## src/design/bfs_pkg.sv

```systemverilog
// Shared types, constants and helpers for the bilinear fit scaler.
// No dependencies.
package bfs_pkg;

  localparam int FRAC_BITS = 16;
  localparam int COL_BITS  = 8;
  localparam int ROW_BITS  = 8;
  localparam int ADDR_BITS = COL_BITS + ROW_BITS;
  localparam int PIX_W     = 32;
  localparam int SRC_DIM_W = 9;
  localparam int DST_DIM_W = 13;
  localparam int COORD_W   = 12;
  localparam int INV_W     = SRC_DIM_W + FRAC_BITS;
  localparam int WT_W      = FRAC_BITS + 1;
  localparam int DIV_W     = 32;
  localparam int DVS_W     = 16;

  localparam logic [SRC_DIM_W-1:0] SRC_W_MAX = SRC_DIM_W'(1 << COL_BITS);
  localparam logic [SRC_DIM_W-1:0] SRC_H_MAX = SRC_DIM_W'(1 << ROW_BITS);
  localparam logic [DST_DIM_W-1:0] DST_MAX   = DST_DIM_W'(1 << COORD_W);
  localparam logic [INV_W-1:0]     ONE_Q     = INV_W'(1) << FRAC_BITS;

  // configuration register indexes
  localparam logic [2:0] CFG_SRC_W  = 3'd0;
  localparam logic [2:0] CFG_SRC_H  = 3'd1;
  localparam logic [2:0] CFG_DST_W  = 3'd2;
  localparam logic [2:0] CFG_DST_H  = 3'd3;
  localparam logic [2:0] CFG_BG     = 3'd4;
  localparam logic [2:0] CFG_FMT    = 3'd5;
  localparam logic [2:0] CFG_BOTTOM = 3'd6;

  localparam logic [1:0] FMT_PREMUL   = 2'd0;
  localparam logic [1:0] FMT_STRAIGHT = 2'd1;
  localparam logic [1:0] FMT_OPAQUE   = 2'd2;

  localparam logic OP_LOAD  = 1'b0;
  localparam logic OP_FETCH = 1'b1;

  typedef struct packed {
    logic               operation;
    logic               start_of_frame;
    logic [7:0]         in_blue;
    logic [7:0]         in_green;
    logic [7:0]         in_red;
    logic [7:0]         in_alpha;
    logic [COORD_W-1:0] dest_x;
    logic [COORD_W-1:0] dest_y;
  } in_req_t;

  typedef struct packed {
    logic [7:0] out_blue;
    logic [7:0] out_green;
    logic [7:0] out_red;
    logic [7:0] out_alpha;
    logic       inside_image;
  } out_rsp_t;

  // clamped sizes and derived geometry
  typedef struct packed {
    logic [SRC_DIM_W-1:0] src_w;
    logic [SRC_DIM_W-1:0] src_h;
    logic [DST_DIM_W-1:0] dst_w;
    logic [DST_DIM_W-1:0] dst_h;
    logic [INV_W-1:0]     inv_scale;
    logic [DST_DIM_W-1:0] scaled_w;
    logic [DST_DIM_W-1:0] scaled_h;
    logic [COORD_W-1:0]   off_x;
    logic [COORD_W-1:0]   off_y;
    logic [PIX_W-1:0]     bg_pm;
    logic [1:0]           fmt;
    logic                 bottom_up;
  } setup_t;

  // floor(x / 255), exact for x below 65280
  function automatic logic [7:0] div255(input logic [16:0] x);
    logic [17:0] t;
    t = {1'b0, x} + 18'd1 + {9'b0, x[16:8]};
    return t[15:8];
  endfunction

  // (c * a + 127) / 255
  function automatic logic [7:0] premul(input logic [7:0] c, input logic [7:0] a);
    logic [16:0] p;
    p = 17'(c) * 17'(a) + 17'd127;
    return div255(p);
  endfunction

endpackage

```

## src/design/bfs_div.sv

```systemverilog
// Restoring divider, one quotient bit per cycle.
// Depends on bfs_pkg.
module bfs_div import bfs_pkg::*; (
  input  logic             clk,
  input  logic             rst_n,
  input  logic             start,
  input  logic [DIV_W-1:0] dividend,
  input  logic [DVS_W-1:0] divisor,
  output logic             busy,
  output logic             done,
  output logic [DIV_W-1:0] quotient
);

  logic [DVS_W-1:0]       rem_r;
  logic [DIV_W-1:0]       quo_r;
  logic [DVS_W-1:0]       dvs_r;
  logic [$clog2(DIV_W):0] cnt_r;
  logic                   busy_r, done_r;
  logic [DVS_W:0]         shf;
  logic                   fits;

  assign shf  = {rem_r, quo_r[DIV_W-1]};
  assign fits = shf >= {1'b0, dvs_r};

  always_ff @(posedge clk) begin
    if (!rst_n) begin
      busy_r <= 1'b0;
      done_r <= 1'b0;
      cnt_r  <= '0;
    end else begin
      done_r <= 1'b0;
      if (start) begin
        busy_r <= 1'b1;
        cnt_r  <= ($clog2(DIV_W)+1)'(DIV_W);
      end else if (busy_r) begin
        cnt_r <= cnt_r - 1'b1;
        if (cnt_r == 1) begin
          busy_r <= 1'b0;
          done_r <= 1'b1;
        end
      end
    end
  end

  always_ff @(posedge clk) begin
    if (start) begin
      rem_r <= '0;
      quo_r <= dividend;
      dvs_r <= divisor;
    end else if (busy_r) begin
      rem_r <= fits ? DVS_W'(shf - {1'b0, dvs_r}) : shf[DVS_W-1:0];
      quo_r <= {quo_r[DIV_W-2:0], fits};
    end
  end

  assign busy     = busy_r;
  assign done     = done_r;
  assign quotient = quo_r;

endmodule

```

## src/design/bfs_setup.sv

```systemverilog
// Configuration registers and the sequencer that derives fit geometry.
// Depends on bfs_pkg and bfs_div.
module bfs_setup import bfs_pkg::*; (
  input  logic        clk,
  input  logic        rst_n,
  input  logic        cfg_valid,
  output logic        cfg_ready,
  input  logic [2:0]  cfg_index,
  input  logic [31:0] cfg_data,
  output setup_t      su
);

  localparam logic [3:0] SU_IDLE = 4'd0;
  localparam logic [3:0] SU_SEL  = 4'd1;
  localparam logic [3:0] SU_W0   = 4'd2;
  localparam logic [3:0] SU_W1   = 4'd3;
  localparam logic [3:0] SU_H0   = 4'd4;
  localparam logic [3:0] SU_H1   = 4'd5;
  localparam logic [3:0] SU_I0   = 4'd6;
  localparam logic [3:0] SU_I1   = 4'd7;
  localparam logic [3:0] SU_FIN  = 4'd8;

  logic [3:0]           st_r;
  logic [SRC_DIM_W-1:0] sw_raw_r, sh_raw_r, sw_c, sh_c;
  logic [DST_DIM_W-1:0] dw_raw_r, dh_raw_r, dw_c, dh_c;
  logic [31:0]          bg_raw_r;
  logic [1:0]           fmt_r;
  logic                 bu_r;
  logic [DST_DIM_W-1:0] num_r;
  logic [SRC_DIM_W-1:0] den_r;
  logic [INV_W-1:0]     inv_r;
  logic [DST_DIM_W-1:0] w_r, h_r;
  logic [COORD_W-1:0]   offx_r, offy_r;
  logic [PIX_W-1:0]     bgpm_r;
  logic                 div_start, div_busy, div_done;
  logic [DIV_W-1:0]     div_a, div_q;
  logic [DVS_W-1:0]     div_b;
  logic                 shrink, by_w;
  logic [DST_DIM_W-1:0] q13, dx_diff, dy_diff;
  logic [7:0]           bg_a;

  always_comb begin
    sw_c = (sw_raw_r == '0) ? SRC_DIM_W'(1) : (sw_raw_r > SRC_W_MAX) ? SRC_W_MAX : sw_raw_r;
    sh_c = (sh_raw_r == '0) ? SRC_DIM_W'(1) : (sh_raw_r > SRC_H_MAX) ? SRC_H_MAX : sh_raw_r;
    dw_c = (dw_raw_r == '0) ? DST_DIM_W'(1) : (dw_raw_r > DST_MAX) ? DST_MAX : dw_raw_r;
    dh_c = (dh_raw_r == '0) ? DST_DIM_W'(1) : (dh_raw_r > DST_MAX) ? DST_MAX : dh_raw_r;
    shrink = (dw_c < DST_DIM_W'(sw_c)) || (dh_c < DST_DIM_W'(sh_c));
    by_w   = (22'(dw_c) * 22'(sh_c)) <= (22'(dh_c) * 22'(sw_c));
  end

  // dividend/divisor per phase: scaled width, scaled height, inverse scale
  always_comb begin
    div_start = (st_r == SU_W0) || (st_r == SU_H0) || (st_r == SU_I0);
    unique case (st_r)
      SU_W0: begin
        div_a = ((DIV_W'(sw_c) * DIV_W'(num_r)) << 1) + DIV_W'(den_r);
        div_b = DVS_W'({den_r, 1'b0});
      end
      SU_H0: begin
        div_a = ((DIV_W'(sh_c) * DIV_W'(num_r)) << 1) + DIV_W'(den_r);
        div_b = DVS_W'({den_r, 1'b0});
      end
      default: begin
        div_a = DIV_W'({den_r, {FRAC_BITS{1'b0}}}) + DIV_W'(num_r >> 1);
        div_b = DVS_W'(num_r);
      end
    endcase
  end

  bfs_div u_div (
    .clk      (clk),
    .rst_n    (rst_n),
    .start    (div_start),
    .dividend (div_a),
    .divisor  (div_b),
    .busy     (div_busy),
    .done     (div_done),
    .quotient (div_q)
  );

  assign q13     = (div_q == '0) ? DST_DIM_W'(1) : div_q[DST_DIM_W-1:0];
  assign dx_diff = dw_c - w_r;
  assign dy_diff = dh_c - h_r;
  assign bg_a    = bg_raw_r[31:24];

  always_ff @(posedge clk) begin
    if (!rst_n) begin
      st_r     <= SU_IDLE;
      sw_raw_r <= SRC_DIM_W'(1);
      sh_raw_r <= SRC_DIM_W'(1);
      dw_raw_r <= DST_DIM_W'(1);
      dh_raw_r <= DST_DIM_W'(1);
      bg_raw_r <= '0;
      fmt_r    <= FMT_PREMUL;
      bu_r     <= 1'b0;
      num_r    <= DST_DIM_W'(1);
      den_r    <= SRC_DIM_W'(1);
      inv_r    <= ONE_Q;
      w_r      <= DST_DIM_W'(1);
      h_r      <= DST_DIM_W'(1);
      offx_r   <= '0;
      offy_r   <= '0;
      bgpm_r   <= '0;
    end else begin
      unique case (st_r)
        SU_IDLE: begin
          if (cfg_valid) begin
            if (cfg_index <= CFG_BOTTOM) st_r <= SU_SEL;
            unique case (cfg_index)
              CFG_SRC_W:  sw_raw_r <= cfg_data[SRC_DIM_W-1:0];
              CFG_SRC_H:  sh_raw_r <= cfg_data[SRC_DIM_W-1:0];
              CFG_DST_W:  dw_raw_r <= cfg_data[DST_DIM_W-1:0];
              CFG_DST_H:  dh_raw_r <= cfg_data[DST_DIM_W-1:0];
              CFG_BG:     bg_raw_r <= cfg_data;
              CFG_FMT:    fmt_r    <= cfg_data[1:0];
              CFG_BOTTOM: bu_r     <= cfg_data[0];
              default: ;
            endcase
          end
        end
        SU_SEL: begin
          if (!shrink) begin
            num_r <= DST_DIM_W'(1);
            den_r <= SRC_DIM_W'(1);
          end else if (by_w) begin
            num_r <= dw_c;
            den_r <= sw_c;
          end else begin
            num_r <= dh_c;
            den_r <= sh_c;
          end
          st_r <= SU_W0;
        end
        SU_W0: st_r <= SU_W1;
        SU_W1: if (div_done) begin
          w_r  <= q13;
          st_r <= SU_H0;
        end
        SU_H0: st_r <= SU_H1;
        SU_H1: if (div_done) begin
          h_r  <= q13;
          st_r <= SU_I0;
        end
        SU_I0: st_r <= SU_I1;
        SU_I1: if (div_done && !div_busy) begin
          inv_r <= div_q[INV_W-1:0];
          st_r  <= SU_FIN;
        end
        SU_FIN: begin
          offx_r <= dx_diff[DST_DIM_W-1:1];
          offy_r <= dy_diff[DST_DIM_W-1:1];
          bgpm_r <= {bg_a, premul(bg_raw_r[23:16], bg_a), premul(bg_raw_r[15:8], bg_a),
                     premul(bg_raw_r[7:0], bg_a)};
          st_r   <= SU_IDLE;
        end
        default: st_r <= SU_IDLE;
      endcase
    end
  end

  assign cfg_ready = (st_r == SU_IDLE);

  always_comb begin
    su.src_w     = sw_c;
    su.src_h     = sh_c;
    su.dst_w     = dw_c;
    su.dst_h     = dh_c;
    su.inv_scale = inv_r;
    su.scaled_w  = w_r;
    su.scaled_h  = h_r;
    su.off_x     = offx_r;
    su.off_y     = offy_r;
    su.bg_pm     = bgpm_r;
    su.fmt       = fmt_r;
    su.bottom_up = bu_r;
  end

endmodule

```

## config.mk

```make
export PLATFORM = sky130hd
export DESIGN_NAME = bfs_setup
export DESIGN_NICKNAME = d
export VERILOG_FILES = /design/src/design/bfs_pkg.sv /design/src/design/bfs_div.sv /design/src/design/bfs_setup.sv
export SDC_FILE = /design/constraint.sdc
export NUM_CORES = 2
export LEC_CHECK = 0
export BUFFER_PORTS_ARGS = -buffer_cell sky130_fd_sc_hd__buf_2
export CORE_MARGIN = 8
export CORE_UTILIZATION = 35
export DETAILED_ROUTE_END_ITERATION = 7
export SYNTH_ARGS = -nofsm -noshare
export SYNTH_HDL_FRONTEND = slang
export SYNTH_SLANG_ARGS = --single-unit
export TNS_END_PERCENT = 1
```

## constraint.sdc

```tcl
create_clock -name clk -period 6.6 [get_ports clk]
set_input_delay 1.65 -clock clk [delete_from_list [all_inputs] [get_ports clk]]
set_output_delay 1.65 -clock clk [all_outputs]
set_load 0.02 [all_outputs]
```

==> results.json <==
{
  "start_util": 0.351,
  "multi_input_area_um2": 27900,
  "synth_nets": 5375,
  "slowest_delay_ns": 0.43,
  "ys_async_sr_fraction": 0,
  "start_kind": "flip-flop",
  "postRouteAntennaNets": 0,
  "hold_ws_ns": 0.447,
  "synth-edff-count": 45,
  "finalWirelength_um": 114000,
  "internal-power_uw": 3250,
  "synth_ff_type": "dfxtp_1",
  "final_common_cell": "nand2_1",
  "hpwlAfterDp_um": 93100,
  "powerDensity_nw_per_um2": 109,
  "r2r-start": "sh_raw_r[7]",
  "failed_checks": "setup timing",
  "fin_skew_ns": 0.0137,
  "yosysSeqAreaShare": 0.165,
  "drt_iter0_drc": 1919,
  "cts.sinks": 281,
  "nNetsFinal": 5829,
  "required_ns": 7.10,
  "rsz0062_at_grt": "true",
  "period_needed_ns": 6.77,
  "dpl_cell_area_um2": 42000,
  "num_rows": 119,
  "critPathTopFamily": "adder cells",
  "cts_tree": "yes",
  "drtPass1Iterations": 6,
  "peakVddDrop_mv": 0.236,
  "crit_start": "sh_raw_r[7]",
  "via_count": 32000,
  "clkPwrFrac": 0.355,
  "htreeDepth": 1,
  "detail_route.vias_per_cell": 5.02,
  "power.total_uw": 4790,
  "layout_common_cells": "799 x nand2_1, 654 x inv_1, 439 x fa_1, 435 x buf_4, 377 x ha_1",
  "maxCapViolations": 0,
  "status": "finished with violations",
  "num_io_pins": 193,
  "final_util": 0.420,
  "grt_pass1_wl_um": 181000,
  "die_w_um": 340,
  "slew_headroom": 0.353,
  "slew_viol_final": 0,
  "ys_types": 82,
  "dieHeight_um": 340,
  "place_congestion": 0.929,
  "final_layout_size_suffix_gt1_frac": 0.177,
  "p_comb_frac": 0.231,
  "syn_avg_cell_area_um2": 8.15,
  "critical_path_buf_inv_count": 9,
  "ys_ff_latch": 281,
  "worst_slew_pin_slew_ns": 0.971,
  "port-buffer-count": 192,
  "endpoint_kind": "flip-flop",
  "crit_fanout": 5,
  "fin_ws_ns": -0.168,
  "grt_pass1_vias": 32400,
  "cts_buffers": 30,
  "swShare": 0.320,
  "hp-start": "bgpm_r[19]",
  "ys.warnings.count": 0,
  "cts_max_path_buffers": 3,
  "grtUsageTotal": 0.193,
  "p_switching_uw": 1530,
  "root_buffer": "clkbuf_16",
  "syn_area_um2": 36700,
  "final_cell_area_um2": 43900,
  "r2r_slack_ns": -0.17,
  "clk_latency_ns": 0.60,
  "grt_max_degree": 94,
  "leakage_uw": 0.0220,
  "seqPwrFrac": 0.413,
  "worstPathArrival_ns": 7.26,
  "fmax_mhz": 148,
  "die-area_um2": 116000,
  "syn-instance-count": 4506,
  "fillerInstances": 10500,
  "drc": 0,
  "crit_type": "flip-flop to flip-flop",
  "ff_latch_area_um2": 6100,
  "wire_per_inst_um": 17.9,
  "ctsHoldBuffers": 0,
  "hold_path_class": "flip-flop to flip-flop",
  "core_um2": 105000,
  "grt_overflow": 0,
  "clk_pin_slew_ns": 0.07,
  "area_growth_pct": 19.6,
  "final.period_utilization": 1.03,
  "antenna_found_initial": 8,
  "crit_path_top_delay_cell": "fa_1",
  "setup_viol": 23,
  "finalHoldViolations": 0
}
[synth_stat cells (all sizes together) (7+ instances only)]
cell type / n / area, um2
nand2: 805 / 3020
inv: 675 / 2530
fa: 442 / 8850
ha: 389 / 4870
nor2: 290 / 1090
a21oi: 247 / 1250
dfxtp: 236 / 4720
clkbuf: 212 / 796
and2: 187 / 1170
o21ai: 99 / 495
xnor2: 87 / 762
mux2i: 78 / 781
nor3: 69 / 350
xor2: 59 / 517
nand3: 57 / 285
nor2b: 50 / 313
a21o: 49 / 368
edfxtp: 45 / 1350
a211oi: 42 / 315
nand2b: 40 / 250
o21a: 32 / 240
nor4: 27 / 175
and3: 21 / 131
a22o: 20 / 175
nand4: 19 / 119
o211ai: 18 / 135
buf: 16 / 70.1
or3: 15 / 93.8
a31oi: 14 / 87.6
o21bai: 14 / 105
a21boi: 10 / 75.1
nand3b: 10 / 75.1
a2111oi: 9 / 85.1
a211o: 9 / 78.8
clkinv: 9 / 33.8
or2: 9 / 56.3
and4: 8 / 70.1
o41ai: 7 / 61.3
or4: 7 / 60.1
[power by group through the flow]
stage / registers, uW / clock network (uW) / logic, uW
after floorplan: 1960 / 0 / 773
after global placement: 2010 / 0 / 1050
after detailed placement: 2010 / 0 / 1060
after CTS: 1980 / 1740 / 1100
after global routing: 1990 / 1790 / 1230
final: 1980 / 1700 / 1110
[layout make-up]
class                           count  share of cell area
Timing Repair Buffer              650               0.105
Clock buffer                       35              0.0178
Sequential cell                   281               0.139
Tap cell                         1391              0.0396
Inverter                          684              0.0588
Antenna cell                        6            0.000342
Clock inverter                     21             0.00427
Multi-Input combinational cell   3313               0.636
[through the flow]
step,setup WS (ns),TNS (ns),cells
6_report,-0.168,-2.58,6381
5_1_grt,-0.478,-11.46,6375
4_1_cts,-0.0461,-0.137,6369
3_5_place_dp,-0.414,-8.48,6282
3_3_place_gp,-0.411,-7.96,6282
2_1_floorplan,-0.000430,-0.000430,4506
[metal layers]
metal	vias up	global-route usage	wire length, um
li1	15300	-	-
met1	15600	0.270	52000
met2	932	0.306	50400
met3	145	0.0403	9340
met4	2	0.0470	2630
met5	-	0	13
[logic make-up after synthesis]
logic type	synth area share
compound gates	0.109
simple gates	0.202
buf+inv	0.0935
fa+ha+maj	0.374
mux	0.0216
xor+xnor	0.0348
flops	0.165
[timing repair]
item                                    in CTS  in global routing
cloned                                       2                  0
endpoints found under the setup margin      32                 54
pin swaps                                   64                 49
setup buffers                               30                  7
gates resized for setup                     76                 83
[tightest hold or removal path: stages, from the launching register on]
cell	delay (ns)
dfxtp_1	0.30
nand2_1	0.05
a21oi_1	0.05
[flip-flops by register name, indices dropped and copies added, names as in the netlist, 2 cells and up]
| register | cells |
|---|---|
| bg_raw_r | 32 |
| bgpm_r | 32 |
| u_div.quotient | 32 |
| inv_r | 25 |
| u_div.rem_r | 16 |
| dh_raw_r | 13 |
| dw_raw_r | 13 |
| h_r | 13 |
| num_r | 13 |
| u_div.dvs_r | 13 |
| w_r | 13 |
| offx_r | 12 |
| offy_r | 12 |
| den_r | 9 |
| sh_raw_r | 9 |
| sw_raw_r | 9 |
| u_div.cnt_r | 6 |
| st_r | 4 |
| fmt_r | 2 |
[path summary, 6_finish.rpt]
kind / endpoint / cells after the start
worst min register to register: bgpm_r[19] / 2
worst min-delay path: bgpm_r[19] / 2
worst max register to register: num_r[12] / 34
worst max-delay path: num_r[12] / 34
Note: power is estimated with default switching activity, not from simulation.
